--- config.mk ---
export PLATFORM = sky130hd
export DESIGN_NAME = column_post_sprite_decoder_top
export DESIGN_NICKNAME = d
export VERILOG_FILES = /design/src/cpsd_pkg.sv /design/src/cpsd_front.sv /design/src/cpsd_queue.sv /design/src/cpsd_back.sv /design/src/column_post_sprite_decoder_top.sv
export SDC_FILE = /design/constraint.sdc
export NUM_CORES = 1
export LEC_CHECK = 0
export BUFFER_PORTS_ARGS = -buffer_cell sky130_fd_sc_hd__buf_2
export CORE_MARGIN = 3
export CORE_UTILIZATION = 56
export CTS_CLUSTER_DIAMETER = 200
export CTS_CLUSTER_SIZE = 30
export DETAILED_ROUTE_END_ITERATION = 10
export GPL_ROUTABILITY_DRIVEN = 0
export PLACE_DENSITY = 0.75
export SETUP_SLACK_MARGIN = 0.1
export SYNTH_ARGS = -nofsm -noshare
export SYNTH_HDL_FRONTEND = slang
export SYNTH_SLANG_ARGS = --single-unit
export TNS_END_PERCENT = 30
--- constraint.sdc ---
create_clock -name clk -period 5.45 [get_ports clk]
set_input_delay 0.545 -clock clk [delete_from_list [all_inputs] [get_ports clk]]
set_output_delay 0.545 -clock clk [all_outputs]
set_load 0.01 [all_outputs]
--- src/cpsd_pkg.sv ---
`timescale 1ns / 1ps
`default_nettype none
// ----------------------------------------------------------------------------
// cpsd_pkg
// Types and constants shared by the column post sprite decoder modules.
// ----------------------------------------------------------------------------
package cpsd_pkg;

    localparam logic [7:0] COLUMN_END = 8'hFF;

    localparam int BYTE_W     = 8;
    localparam int ROW_W      = 9;
    localparam int COLOR_W    = 8;
    localparam int PCOL_W     = 10;
    localparam int ADDR_W     = 19;
    localparam int HCMP_W     = 10;
    localparam int CFG_IDX_W  = 8;
    localparam int CFG_DATA_W = 11;
    localparam int CFG_H_W    = 10;
    localparam int TDATA_W    = 48;
    localparam int TUSER_W    = 3;
    localparam int QUEUE_DEPTH = 4;

    localparam logic [CFG_DATA_W-1:0] WIDTH_RESET  = 11'd64;
    localparam logic [CFG_H_W-1:0]    HEIGHT_RESET = 10'd64;

    localparam logic [CFG_IDX_W-1:0] REG_IMAGE_WIDTH  = 8'd0;
    localparam logic [CFG_IDX_W-1:0] REG_IMAGE_HEIGHT = 8'd1;

    typedef enum logic [2:0] {
        PH_TOP      = 3'd0,
        PH_LEN      = 3'd1,
        PH_PAD_PRE  = 3'd2,
        PH_DATA     = 3'd3,
        PH_PAD_POST = 3'd4
    } phase_t;

    typedef struct packed {
        logic done;
        logic oob;
    } cmd_ctrl_t;

endpackage
`default_nettype wire

--- src/cpsd_front.sv ---
`timescale 1ns / 1ps
`default_nettype none
// ----------------------------------------------------------------------------
// cpsd_front
// Column post parser: walks the post phases and emits pixel and done commands.
// ----------------------------------------------------------------------------
module cpsd_front #(
    parameter int CW = 10,
    parameter int WW = 11,
    parameter int HW = 10
) (
    input  wire logic                    clk,
    input  wire logic                    rst_n,
    input  wire logic                    byte_accept,
    input  wire logic [7:0]              data_byte,
    input  wire logic [WW-1:0]           width,
    input  wire logic [HW-1:0]           height,
    output logic                         push,
    output cpsd_pkg::cmd_ctrl_t          cmd_ctrl,
    output logic [CW-1:0]                cmd_col,
    output logic [cpsd_pkg::ROW_W-1:0]   cmd_row,
    output logic [cpsd_pkg::COLOR_W-1:0] cmd_color
);
    import cpsd_pkg::*;

    localparam int CMPW = WW + 1;

    phase_t              phase_reg, phase_next;
    logic [CW-1:0]       column_reg, column_next;
    logic [7:0]          top_row_reg, top_row_next;
    logic [7:0]          bytes_left_reg, bytes_left_next;
    logic [7:0]          row_in_post_reg, row_in_post_next;

    logic                last_column;
    logic [ROW_W-1:0]    row_now;
    logic                col_oob;
    logic                row_oob;

    assign last_column = (CMPW'(column_reg) + CMPW'(1)) >= CMPW'(width);
    assign row_now     = {1'b0, top_row_reg} + {1'b0, row_in_post_reg};
    assign col_oob     = CMPW'(column_reg) >= CMPW'(width);
    assign row_oob     = HCMP_W'(row_now) >= HCMP_W'(height);

    always_comb
    begin
        phase_next       = phase_reg;
        column_next      = column_reg;
        top_row_next     = top_row_reg;
        bytes_left_next  = bytes_left_reg;
        row_in_post_next = row_in_post_reg;
        if (byte_accept)
        begin
            case (phase_reg)
                PH_TOP:
                begin
                    if (data_byte == COLUMN_END)
                    begin
                        if (last_column)
                            column_next = '0;
                        else
                            column_next = column_reg + CW'(1);
                    end
                    else
                    begin
                        top_row_next = data_byte;
                        phase_next   = PH_LEN;
                    end
                end
                PH_LEN:
                begin
                    bytes_left_next  = data_byte;
                    row_in_post_next = '0;
                    phase_next       = PH_PAD_PRE;
                end
                PH_PAD_PRE:
                begin
                    phase_next = (bytes_left_reg == 8'd0) ? PH_PAD_POST : PH_DATA;
                end
                PH_DATA:
                begin
                    bytes_left_next  = bytes_left_reg - 8'd1;
                    row_in_post_next = row_in_post_reg + 8'd1;
                    if (bytes_left_reg == 8'd1)
                        phase_next = PH_PAD_POST;
                end
                PH_PAD_POST:
                begin
                    phase_next = PH_TOP;
                end
                default:
                begin
                    phase_next = PH_TOP;
                end
            endcase
        end
    end

    always_comb
    begin
        push          = 1'b0;
        cmd_ctrl.done = 1'b0;
        cmd_ctrl.oob  = 1'b0;
        cmd_col       = '0;
        cmd_row       = '0;
        cmd_color     = '0;
        case (phase_reg)
            PH_TOP:
            begin
                push          = byte_accept && (data_byte == COLUMN_END) && last_column;
                cmd_ctrl.done = 1'b1;
            end
            PH_DATA:
            begin
                push         = byte_accept;
                cmd_ctrl.oob = col_oob || row_oob;
                cmd_col      = column_reg;
                cmd_row      = row_now;
                cmd_color    = data_byte;
            end
            default:
            begin
                push = 1'b0;
            end
        endcase
    end

    always_ff @(posedge clk or negedge rst_n)
    begin
        if (!rst_n)
        begin
            phase_reg       <= PH_TOP;
            column_reg      <= '0;
            top_row_reg     <= '0;
            bytes_left_reg  <= '0;
            row_in_post_reg <= '0;
        end
        else
        begin
            phase_reg       <= phase_next;
            column_reg      <= column_next;
            top_row_reg     <= top_row_next;
            bytes_left_reg  <= bytes_left_next;
            row_in_post_reg <= row_in_post_next;
        end
    end

endmodule
`default_nettype wire

--- src/cpsd_queue.sv ---
`timescale 1ns / 1ps
`default_nettype none
// ----------------------------------------------------------------------------
// cpsd_queue
// Short command queue between the parser and the address stage.
// ----------------------------------------------------------------------------
module cpsd_queue #(
    parameter int DW = 30
) (
    input  wire logic          clk,
    input  wire logic          rst_n,
    input  wire logic          push,
    input  wire logic [DW-1:0] push_data,
    output logic               full,
    input  wire logic          pop,
    output logic               head_valid,
    output logic [DW-1:0]      head_data
);
    import cpsd_pkg::*;

    localparam int PW = $clog2(QUEUE_DEPTH);
    localparam int NW = $clog2(QUEUE_DEPTH + 1);

    logic [DW-1:0] mem_reg [QUEUE_DEPTH];
    logic [PW-1:0] wr_ptr_reg, wr_ptr_next;
    logic [PW-1:0] rd_ptr_reg, rd_ptr_next;
    logic [NW-1:0] count_reg, count_next;

    assign full       = count_reg == NW'(QUEUE_DEPTH);
    assign head_valid = count_reg != '0;
    assign head_data  = mem_reg[rd_ptr_reg];

    always_comb
    begin
        wr_ptr_next = push ? wr_ptr_reg + PW'(1) : wr_ptr_reg;
        rd_ptr_next = pop  ? rd_ptr_reg + PW'(1) : rd_ptr_reg;
        count_next  = count_reg + NW'(push) - NW'(pop);
    end

    always_ff @(posedge clk)
    begin
        if (push)
            mem_reg[wr_ptr_reg] <= push_data;
    end

    always_ff @(posedge clk or negedge rst_n)
    begin
        if (!rst_n)
        begin
            wr_ptr_reg <= '0;
            rd_ptr_reg <= '0;
            count_reg  <= '0;
        end
        else
        begin
            wr_ptr_reg <= wr_ptr_next;
            rd_ptr_reg <= rd_ptr_next;
            count_reg  <= count_next;
        end
    end

endmodule
`default_nettype wire

--- src/cpsd_back.sv ---
`timescale 1ns / 1ps
`default_nettype none
// ----------------------------------------------------------------------------
// cpsd_back
// Address pipeline: row times width, add column, register the output word.
// ----------------------------------------------------------------------------
module cpsd_back #(
    parameter int CW = 10,
    parameter int WW = 11
) (
    input  wire logic                            clk,
    input  wire logic                            rst_n,
    input  wire logic [WW-1:0]                   width,
    input  wire logic                            head_valid,
    input  wire cpsd_pkg::cmd_ctrl_t             head_ctrl,
    input  wire logic [CW-1:0]                   head_col,
    input  wire logic [cpsd_pkg::ROW_W-1:0]      head_row,
    input  wire logic [cpsd_pkg::COLOR_W-1:0]    head_color,
    output logic                                 pop,
    output logic                                 m_tvalid,
    input  wire logic                            m_tready,
    output logic [cpsd_pkg::TDATA_W-1:0]         m_tdata,
    output logic [cpsd_pkg::TUSER_W-1:0]         m_tuser
);
    import cpsd_pkg::*;

    localparam int PRW = ROW_W + WW;
    localparam int PAD = TDATA_W - ADDR_W - COLOR_W - ROW_W - PCOL_W;

    logic               a_valid_reg, a_valid_next;
    cmd_ctrl_t          a_ctrl_reg;
    logic [CW-1:0]      a_col_reg;
    logic [ROW_W-1:0]   a_row_reg;
    logic [COLOR_W-1:0] a_color_reg;
    logic [PRW-1:0]     a_prod_reg;

    logic               m_valid_reg, m_valid_next;
    logic [TDATA_W-1:0] m_data_reg;
    logic [TUSER_W-1:0] m_user_reg;

    logic               out_load;
    logic               a_load;
    logic [PRW:0]       addr_sum;
    logic [ADDR_W-1:0]  addr;

    assign out_load = a_valid_reg && (!m_valid_reg || m_tready);
    assign a_load   = head_valid && (!a_valid_reg || out_load);
    assign pop      = a_load;

    assign addr_sum = (PRW + 1)'(a_prod_reg) + (PRW + 1)'(a_col_reg);
    assign addr     = (a_ctrl_reg.oob || a_ctrl_reg.done) ? '0 : ADDR_W'(addr_sum);

    always_comb
    begin
        if (a_load)
            a_valid_next = 1'b1;
        else if (out_load)
            a_valid_next = 1'b0;
        else
            a_valid_next = a_valid_reg;

        if (out_load)
            m_valid_next = 1'b1;
        else if (m_tready)
            m_valid_next = 1'b0;
        else
            m_valid_next = m_valid_reg;
    end

    always_ff @(posedge clk)
    begin
        if (a_load)
        begin
            a_ctrl_reg  <= head_ctrl;
            a_col_reg   <= head_col;
            a_row_reg   <= head_row;
            a_color_reg <= head_color;
            a_prod_reg  <= PRW'(head_row) * PRW'(width);
        end
        if (out_load)
        begin
            m_data_reg <= {{PAD{1'b0}}, addr, a_color_reg, a_row_reg, PCOL_W'(a_col_reg)};
            m_user_reg <= {a_ctrl_reg.done, a_ctrl_reg.oob,
                           !(a_ctrl_reg.oob || a_ctrl_reg.done)};
        end
    end

    always_ff @(posedge clk or negedge rst_n)
    begin
        if (!rst_n)
        begin
            a_valid_reg <= 1'b0;
            m_valid_reg <= 1'b0;
        end
        else
        begin
            a_valid_reg <= a_valid_next;
            m_valid_reg <= m_valid_next;
        end
    end

    assign m_tvalid = m_valid_reg;
    assign m_tdata  = m_data_reg;
    assign m_tuser  = m_user_reg;

endmodule
`default_nettype wire

--- src/column_post_sprite_decoder_top.sv ---
// A byte that causes a result goes through the command queue and the address pipeline.
// Throughput: one byte per cycle while m_tready keeps up; the four-word command queue and the
// two-stage address pipeline (row times width, then add column) set that figure.
// Reset: rst_n clears the parser to expect a top-row byte at column zero, empties the
// queue and the pipeline, and sets image_width and image_height to 64.
`timescale 1ns / 1ps
`default_nettype none
// ----------------------------------------------------------------------------
// column_post_sprite_decoder_top
// Column post sprite decoder: bytes in, pixel writes and done words out.
// ----------------------------------------------------------------------------
module column_post_sprite_decoder_top #(
    parameter int MAX_WIDTH  = 1024,
    parameter int MAX_HEIGHT = 512
) (
    input  wire logic                               clk,
    input  wire logic                               rst_n,
    input  wire logic                               s_tvalid,
    output logic                                    s_tready,
    input  wire logic [7:0]                         s_tdata,   // [7:0] data_byte
    output logic                                    m_tvalid,
    input  wire logic                               m_tready,
    // [9:0] pixel_column, [18:10] pixel_row, [26:19] color_index,
    // [45:27] pixel_address, [47:46] zero
    output logic [cpsd_pkg::TDATA_W-1:0]            m_tdata,
    // [0] pixel_valid, [1] out_of_bounds, [2] picture_done
    output logic [cpsd_pkg::TUSER_W-1:0]            m_tuser,
    input  wire logic                               cfg_valid,
    output logic                                    cfg_ready,
    input  wire logic [cpsd_pkg::CFG_IDX_W-1:0]     cfg_index,
    input  wire logic [cpsd_pkg::CFG_DATA_W-1:0]    cfg_data
);
    import cpsd_pkg::*;

    localparam int CW = (MAX_WIDTH > 1) ? $clog2(MAX_WIDTH) : 1;
    localparam int WW = $clog2(MAX_WIDTH + 1);
    localparam int HW = $clog2(MAX_HEIGHT + 1);
    localparam int QW = 2 + CW + ROW_W + COLOR_W;

    logic [CFG_DATA_W-1:0] width_cfg_reg, width_cfg_next;
    logic [CFG_H_W-1:0]    height_cfg_reg, height_cfg_next;
    logic [WW-1:0]         width;
    logic [HW-1:0]         height;

    logic                  byte_accept;
    logic                  push;
    cmd_ctrl_t             cmd_ctrl;
    logic [CW-1:0]         cmd_col;
    logic [ROW_W-1:0]      cmd_row;
    logic [COLOR_W-1:0]    cmd_color;
    logic                  q_full;
    logic                  pop;
    logic                  head_valid;
    logic [QW-1:0]         head_data;
    cmd_ctrl_t             head_ctrl;

    assign cfg_ready = 1'b1;

    always_comb
    begin
        width_cfg_next  = width_cfg_reg;
        height_cfg_next = height_cfg_reg;
        if (cfg_valid && cfg_ready)
        begin
            case (cfg_index)
                REG_IMAGE_WIDTH:  width_cfg_next  = cfg_data;
                REG_IMAGE_HEIGHT: height_cfg_next = cfg_data[CFG_H_W-1:0];
                default:          width_cfg_next  = width_cfg_reg;
            endcase
        end
    end

    always_ff @(posedge clk or negedge rst_n)
    begin
        if (!rst_n)
        begin
            width_cfg_reg  <= WIDTH_RESET;
            height_cfg_reg <= HEIGHT_RESET;
        end
        else
        begin
            width_cfg_reg  <= width_cfg_next;
            height_cfg_reg <= height_cfg_next;
        end
    end

    always_comb
    begin
        if (width_cfg_reg == '0)
            width = WW'(1);
        else if (32'(width_cfg_reg) > 32'(MAX_WIDTH))
            width = WW'(MAX_WIDTH);
        else
            width = WW'(width_cfg_reg);

        if (height_cfg_reg == '0)
            height = HW'(1);
        else if (32'(height_cfg_reg) > 32'(MAX_HEIGHT))
            height = HW'(MAX_HEIGHT);
        else
            height = HW'(height_cfg_reg);
    end

    assign s_tready    = !q_full;
    assign byte_accept = s_tvalid && s_tready;

    cpsd_front #(
        .CW (CW),
        .WW (WW),
        .HW (HW)
    ) u_front (
        .clk         (clk),
        .rst_n       (rst_n),
        .byte_accept (byte_accept),
        .data_byte   (s_tdata),
        .width       (width),
        .height      (height),
        .push        (push),
        .cmd_ctrl    (cmd_ctrl),
        .cmd_col     (cmd_col),
        .cmd_row     (cmd_row),
        .cmd_color   (cmd_color)
    );

    cpsd_queue #(
        .DW (QW)
    ) u_queue (
        .clk        (clk),
        .rst_n      (rst_n),
        .push       (push),
        .push_data  ({cmd_ctrl, cmd_col, cmd_row, cmd_color}),
        .full       (q_full),
        .pop        (pop),
        .head_valid (head_valid),
        .head_data  (head_data)
    );

    assign head_ctrl = head_data[QW-1 -: 2];

    cpsd_back #(
        .CW (CW),
        .WW (WW)
    ) u_back (
        .clk        (clk),
        .rst_n      (rst_n),
        .width      (width),
        .head_valid (head_valid),
        .head_ctrl  (head_ctrl),
        .head_col   (head_data[ROW_W+COLOR_W +: CW]),
        .head_row   (head_data[COLOR_W +: ROW_W]),
        .head_color (head_data[COLOR_W-1:0]),
        .pop        (pop),
        .m_tvalid   (m_tvalid),
        .m_tready   (m_tready),
        .m_tdata    (m_tdata),
        .m_tuser    (m_tuser)
    );

endmodule
`default_nettype wire

# [Word level (Yosys, flattened, before mapping)]
# Memory sizes are Yosys's and may differ from the RTL's.
# Index checks and enable logic that the tools add are counted.
[totals] register_bits=164 ramBits=116 in_bits=32 out_inout_bits=54 wordCells=99 mem_count=1
[op_classes] addsub=10 n_mul=1 n_lt_le_gt_ge=5 n_eq_ne=9 mux=23 bitwise_logic=1 n_reduce_logical=28
[memory_table] name="u_queue.mem_reg" words=4 width=29 rd=1 rd_clocked_by_memory_dff=0 write_ports=1 line_no="cpsd_queue.sv:24" source="logic [DW-1:0] mem_reg [QUEUE_DEPTH];"
[op_table] cell="$mux W10" n=4
[op_table] cell="$pmux W8 S2" n=2
[op_table] cell="$mux W11" n=2
[op_table] cell="$add A19 B10 Y19" n=1
[op_table] cell="$mul A9 B11 Y19" n=1
[op_table] cell="$eq A8 B1 Y1 const B" n=2
[op_table] cell="$logic_not A8 Y1" n=2
[op_table] cell="$ge A12 B11 Y1" n=1
[op_table] cell="$pmux W3 S4" n=1
[op_table] cell="$add A10 B1 Y11 const B" n=1
[op_table] cell="$ge A10 B11 Y1" n=1
[op_table] cell="$gt A11 B11 Y1 const B" n=1
[op_table] cell="$logic_not A11 Y1" n=1
[op_table] cell="$add A10 B1 Y10 const B" n=1
[op_table] cell="$ge A9 B10 Y1" n=1
[op_table] cell="$gt A10 B10 Y1 const B" n=1
[op_table] cell="$logic_not A10 Y1" n=1
[op_table] cell="$add A8 B8 Y9" n=1
[op_table] cell="$mux W3" n=3
[op_table] cell="$mux W9" n=1
[op_table] cell="$reduce_and A3 Y1" n=3
[op_table] cell="$add A8 B1 Y8 const B" n=1
[op_table] cell="$eq A8 B8 Y1 const B" n=1
[op_table] cell="$mux W1" n=8
[op_table] cell="19 further kinds" n=35

# [Depth between registers and ports, before layout]
[depth] ltp_word=8 ltp_mapped=22 mapped_depth_nobuf=21

# [Hierarchy]
# Synthesis repeated with hierarchy kept, for this count alone.
[unflattened] hier_cells=1236 hier_area_um2=15593.7
[modules_own_cells] mod="cpsd_back" instances=1 cells_each=585 area_each_um2=6797.8 seq_area_each_um2=2962.8
[modules_own_cells] mod="cpsd_queue" instances=1 cells_each=185 area_each_um2=4574.4 seq_area_each_um2=3658.5
[modules_own_cells] mod="cpsd_front" instances=1 cells_each=385 area_each_um2=3199.3 seq_area_each_um2=925.9
[modules_own_cells] mod="column_post_sprite_decoder_top" instances=1 cells_each=81 area_each_um2=1022.2 seq_area_each_um2=528.0

# [Least setup slack after synthesis]
# Ideal clock, no wire load.
[synth_path] kind="register -> register" from="register u_queue.rd_ptr_reg[0]" to="register u_back.a_prod_reg[18], data pin" setup_ps=260 arrival_time_ps=5021 required_time_ps=5190 slack_ps=169 stages_incl_launch_ff=23 n_path_buf=3 synth_period_minus_slack_ps=5281 cell_sequence="dfrtp_1 -> buf_4 -> buf_2 -> buf_2 -> nand2_1 -> o21ai_1 -> inv_1 -> nand2_1 -> fa_1 -> inv_1 -> fa_1 -> fa_1 -> inv_1 -> fa_1 -> inv_1 -> ha_1 -> o21ai_1 -> nand2b_1 -> a31oi_2 -> a21oi_2 -> a311o_1 -> a21oi_2 -> xnor2_1"
[synth_via] elab_chain_cells=2
[synth_rtl] element="start, declared" line_no="cpsd_queue.sv:26" source="logic [PW-1:0] rd_ptr_reg, rd_ptr_next;"
[synth_rtl] element="start signal, assigned" line_no="cpsd_queue.sv:57" source="rd_ptr_reg <= rd_ptr_next;"
[synth_rtl] element="$mem_v2 Z4 W29"
[synth_rtl] element="named net head_data[12]" line_no="column_post_sprite_decoder_top.sv:54" source="logic [QW-1:0] head_data;"
[synth_rtl] element="$mul A9 B11 Y19" line_no="cpsd_back.sv:78" source="a_prod_reg <= PRW'(head_row) * PRW'(width);"
[synth_rtl] element="end signal, assigned" line_no="cpsd_back.sv:78"
[synth_rtl] element="end, declared" line_no="cpsd_back.sv:35" source="logic [PRW-1:0] a_prod_reg;"
# The timed path passes the listed nets, and every way through them passes these cells.
# A chain may end at the register's enable or synchronous reset.

# [Worst setup path after layout]
[layout_path] from="register u_queue.rd_ptr_reg[1]" to="register u_back.a_prod_reg[18], data pin"
[layout_via] elab_chain_cells=2
[layout_rtl] element="$mem_v2 Z4 W29"
[layout_rtl] element="$mul A9 B11 Y19" line_no="cpsd_back.sv:78"
# No other way between the ends.

==> run_results.csv <==
group,metric,value,unit
placed_design,dp_hpwl,21.9,mm
synthesis,synth_edf_count,213,
route,ant_nets,0,
die,placementRows,59,
grt,grt-ovfl-total,0,
sta,worst_pin_slew,1140,ps
sta,drv_slew,0,
finish,regArea,0.00808,mm^2
finish,num-nets-final,1524,
sta,finalSetupTns,0,ps
route,drt-initial-drc-count,920,
critical_path,crit_type,"flip-flop to flip-flop",
sta,rsz0062_at_grt,"yes",
critical_path,r2r_start,"u_queue.rd_ptr_reg[1]",
synthesis,synthFlopType,"edfxtp_1",
die,core_area,0.0265,mm^2
synthesis,syn_avg_cell_area,12.6,um^2
synthesis,yosysWarnings,0,
finish,largest_reg_flops,116,
route,drc,0,
min_path,hold_class,"primary input to asynchronous set/reset pin",
route,routed-via-count,9569,
finish,drive_above_1_share,18.5,%
critical_path,rrSetupSlack,280,ps
sta,period_share,94.8,%
grt,grt.total_usage,20.6,%
critical_path,rr_worst_depth,19,
sta,max_freq,193,MHz
critical_path,cp.required,5710,ps
job,max_cap_viol_count,0,
route,avgRoutedWirePerCell,18.4,um
finish,multi_input_area,0.00675,mm^2
finish,area_growth_syn_to_layout,10.6,%
sta,max-slew-margin-rel,23.8,%
clock_tree,cts.sinks,280,
route,dr.pass1.iters,8,
route,viasPerCell,5.73,
power_and_ir_drop,power.density,446,mW/mm^2
die,die-area,0.0294,mm^2
synthesis,synth_area_leaders,"edfxtp_1 42%, dfrtp_1 11%, fa_1 8.6%",
clock_tree,cts_tree,"yes",
die,die_w,172,um
critical_path,arrival,5430,ps
clock_tree,numCtsBuffers,13,
die,start_util,57.9,%
synthesis,ys_async_sr_fraction,23.9,%
synthesis,syn_area,0.0153,mm^2
placed_design,portBuffers,82,
finish,antennaDiodeCount,0,
clock_tree,holdBufCountCts,0,
clock_tree,clock_latency,500,ps
clock_tree,cts.reportedPaths.clkPinSlew,120,ps
finish,fillers,1986,
die,ios,86,
clock_tree,h-tree-depth,1,
synthesis,synth_most_common_cell,"edfxtp_1",
power_and_ir_drop,peakVddDrop,223,uV
sta,fin_skew,29.8,ps
synthesis,synth_sequential_area_ratio,52.6,%
power_and_ir_drop,power.total,7.56,mW
power_and_ir_drop,p_leak,7.08,nW
critical_path,worstSetupStartpointType,"flip-flop",
synthesis,synth.distinct_cells,64,
critical_path,r2r-end,"u_back.a_prod_reg[18]",
sta,setup_viol,0,
route,wl,30.7,mm
die,die_y,172,um
synthesis,synth_seq_cells,280,
synthesis,synth_common_cells,"213 x edfxtp_1, 128 x inv_1, 109 x nand2_1, 97 x ha_1, 71 x nor2_1",
run_status,outcome,"completed",
sta,fin_crit,5170,ps
clock_tree,ctsRootBufferMaster,"clkbuf_16",
sta,hold_viol_final,0,
grt,grt_pass1_vias,9433,
clock_tree,cts_max_path_buffers,3,
grt,grt_pass1_wl,48.4,mm
critical_path,crit_path_end_kind,"flip-flop",
grt,antenna_found_initial,0,
critical_path,path_max_fanout,5,
synthesis,yosysTopAreaCell,"edfxtp_1",
synthesis,synth_top_area_share,41.7,%
grt,grt_max_degree,68,
synthesis,synth_cells,1219,
==> power breakdown <==
group | leakage (nW) | switching, mW | internal, mW
Sequential | 2.83 | 0.308 | 3.05
Combinational | 4.06 | 1.74 | 1.35
Clock | 0.183 | 0.653 | 0.468
==> how the worst max path moves through the flow <==
| stage | start | end | slack (ps) | cells after the start |
|---|---|---|---|---|
| 3_3_place_gp | u_queue.rd_ptr_reg[1] | u_back.a_prod_reg[18] | 200 | 18 |
| 6_report | u_queue.rd_ptr_reg[1] | u_back.a_prod_reg[18] | 280 | 19 |
| 3_5_place_dp | u_queue.rd_ptr_reg[0] | u_back.a_prod_reg[18] | 140 | 17 |
| 4_1_cts | u_queue.rd_ptr_reg[0] | u_back.a_prod_reg[18] | 130 | 17 |
| 5_1_grt | u_queue.rd_ptr_reg[1] | u_back.a_prod_reg[18] | 10 | 22 |
| 2_1_floorplan | u_queue.rd_ptr_reg[0] | u_back.a_prod_reg[18] | 170 | 22 |
==> cells in the final DEF, fill, tap and decap left out, types with 6 or more instances in the layout <==
cell         n
xnor2_1     27
nand4_1      7
ha_1        94
nand3_1     18
mux2_2      30
mux4_2      28
a21o_1      21
clkbuf_16   13
o21ai_0     40
nand2b_1    20
buf_4       44
a22o_1      10
nand2_1    109
and2_1      40
nor2_1      70
buf_12       6
clkbuf_1     7
and3_1       7
edfxtp_1   213
xor2_1      14
a21oi_1     37
nor3_1      13
o21bai_1     7
fa_1        65
inv_1      127
o21a_1       6
buf_2       82
nor2b_1     14
dfrtp_1     63
==> stage by stage <==
| step | cell area [um^2] | hold slack [ps] | util (%) | setup slack (ps) | instances |
|---|---|---|---|---|---|
| finish | 17000 | 233 | 64.1 | 281 | 1671 |
| global route | 17000 | 290 | 64.1 | 9.79 | 1671 |
| CTS | 16700 | 258 | 63.1 | 129 | 1652 |
| detailed placement | 16300 | 408 | 61.6 | 139 | 1630 |
| global placement | 16300 | 401 | 61.6 | 203 | 1630 |
| floorplan | 15400 | 249 | - | 169 | 1220 |
==> kinds of logic after synthesis <==
kind of cell | synth area share (%)
multiplexers | 6.34
flip-flops | 52.6
XOR/XNOR | 2.34
adder cells (fa/ha/maj) | 16.5
AND/OR/NAND/NOR | 10.8
other | 0.0489
buffers and inverters | 4.33
AO/OA/AOI/OAI | 7.02
==> area by class of cell <==
class / instances / share of cell area (%)
well taps: 335 / 2.47
multi-input cells: 772 / 39.7
repair buffers: 134 / 5.13
flip-flops and latches: 280 / 47.6
inverters: 128 / 2.83
clock inverters: 2 / 0.170
clock buffers: 20 / 2.07
==> worst max-delay path, stage by stage, from the launching register on <==
cell,delay [ps]
dfrtp_2,440
clkbuf_2,190
mux2_2,380
o21ai_4,160
buf_4,180
nor2_1,80
fa_1,480
fa_1,530
ha_1,290
inv_1,50
fa_1,520
inv_1,40
ha_1,360
a211oi_2,270
o21ai_1,120
a31oi_2,240
a21oi_2,100
a311o_1,280
a21oi_2,150
xnor2_1,80
==> per-layer routing <==
layer | track usage (%) | part of all wire, % | vias up
li1 | - | - | 4469
met1 | 28.4 | 42 | 4708
met2 | 35.1 | 49 | 323
met3 | 2.94 | 6.9 | 69
met4 | 5.18 | 2.4 | 0
met5 | 0 | 0 | -
==> what timing repair did <==
action / 4_1_cts / 5_1_grt
hold endpoints to repair: 0 / 0
resized for setup: 0 / 20
setup endpoints to repair: 0 / 3
setup buffers: 0 / 17
Note: power is estimated with default switching activity, not from simulation.
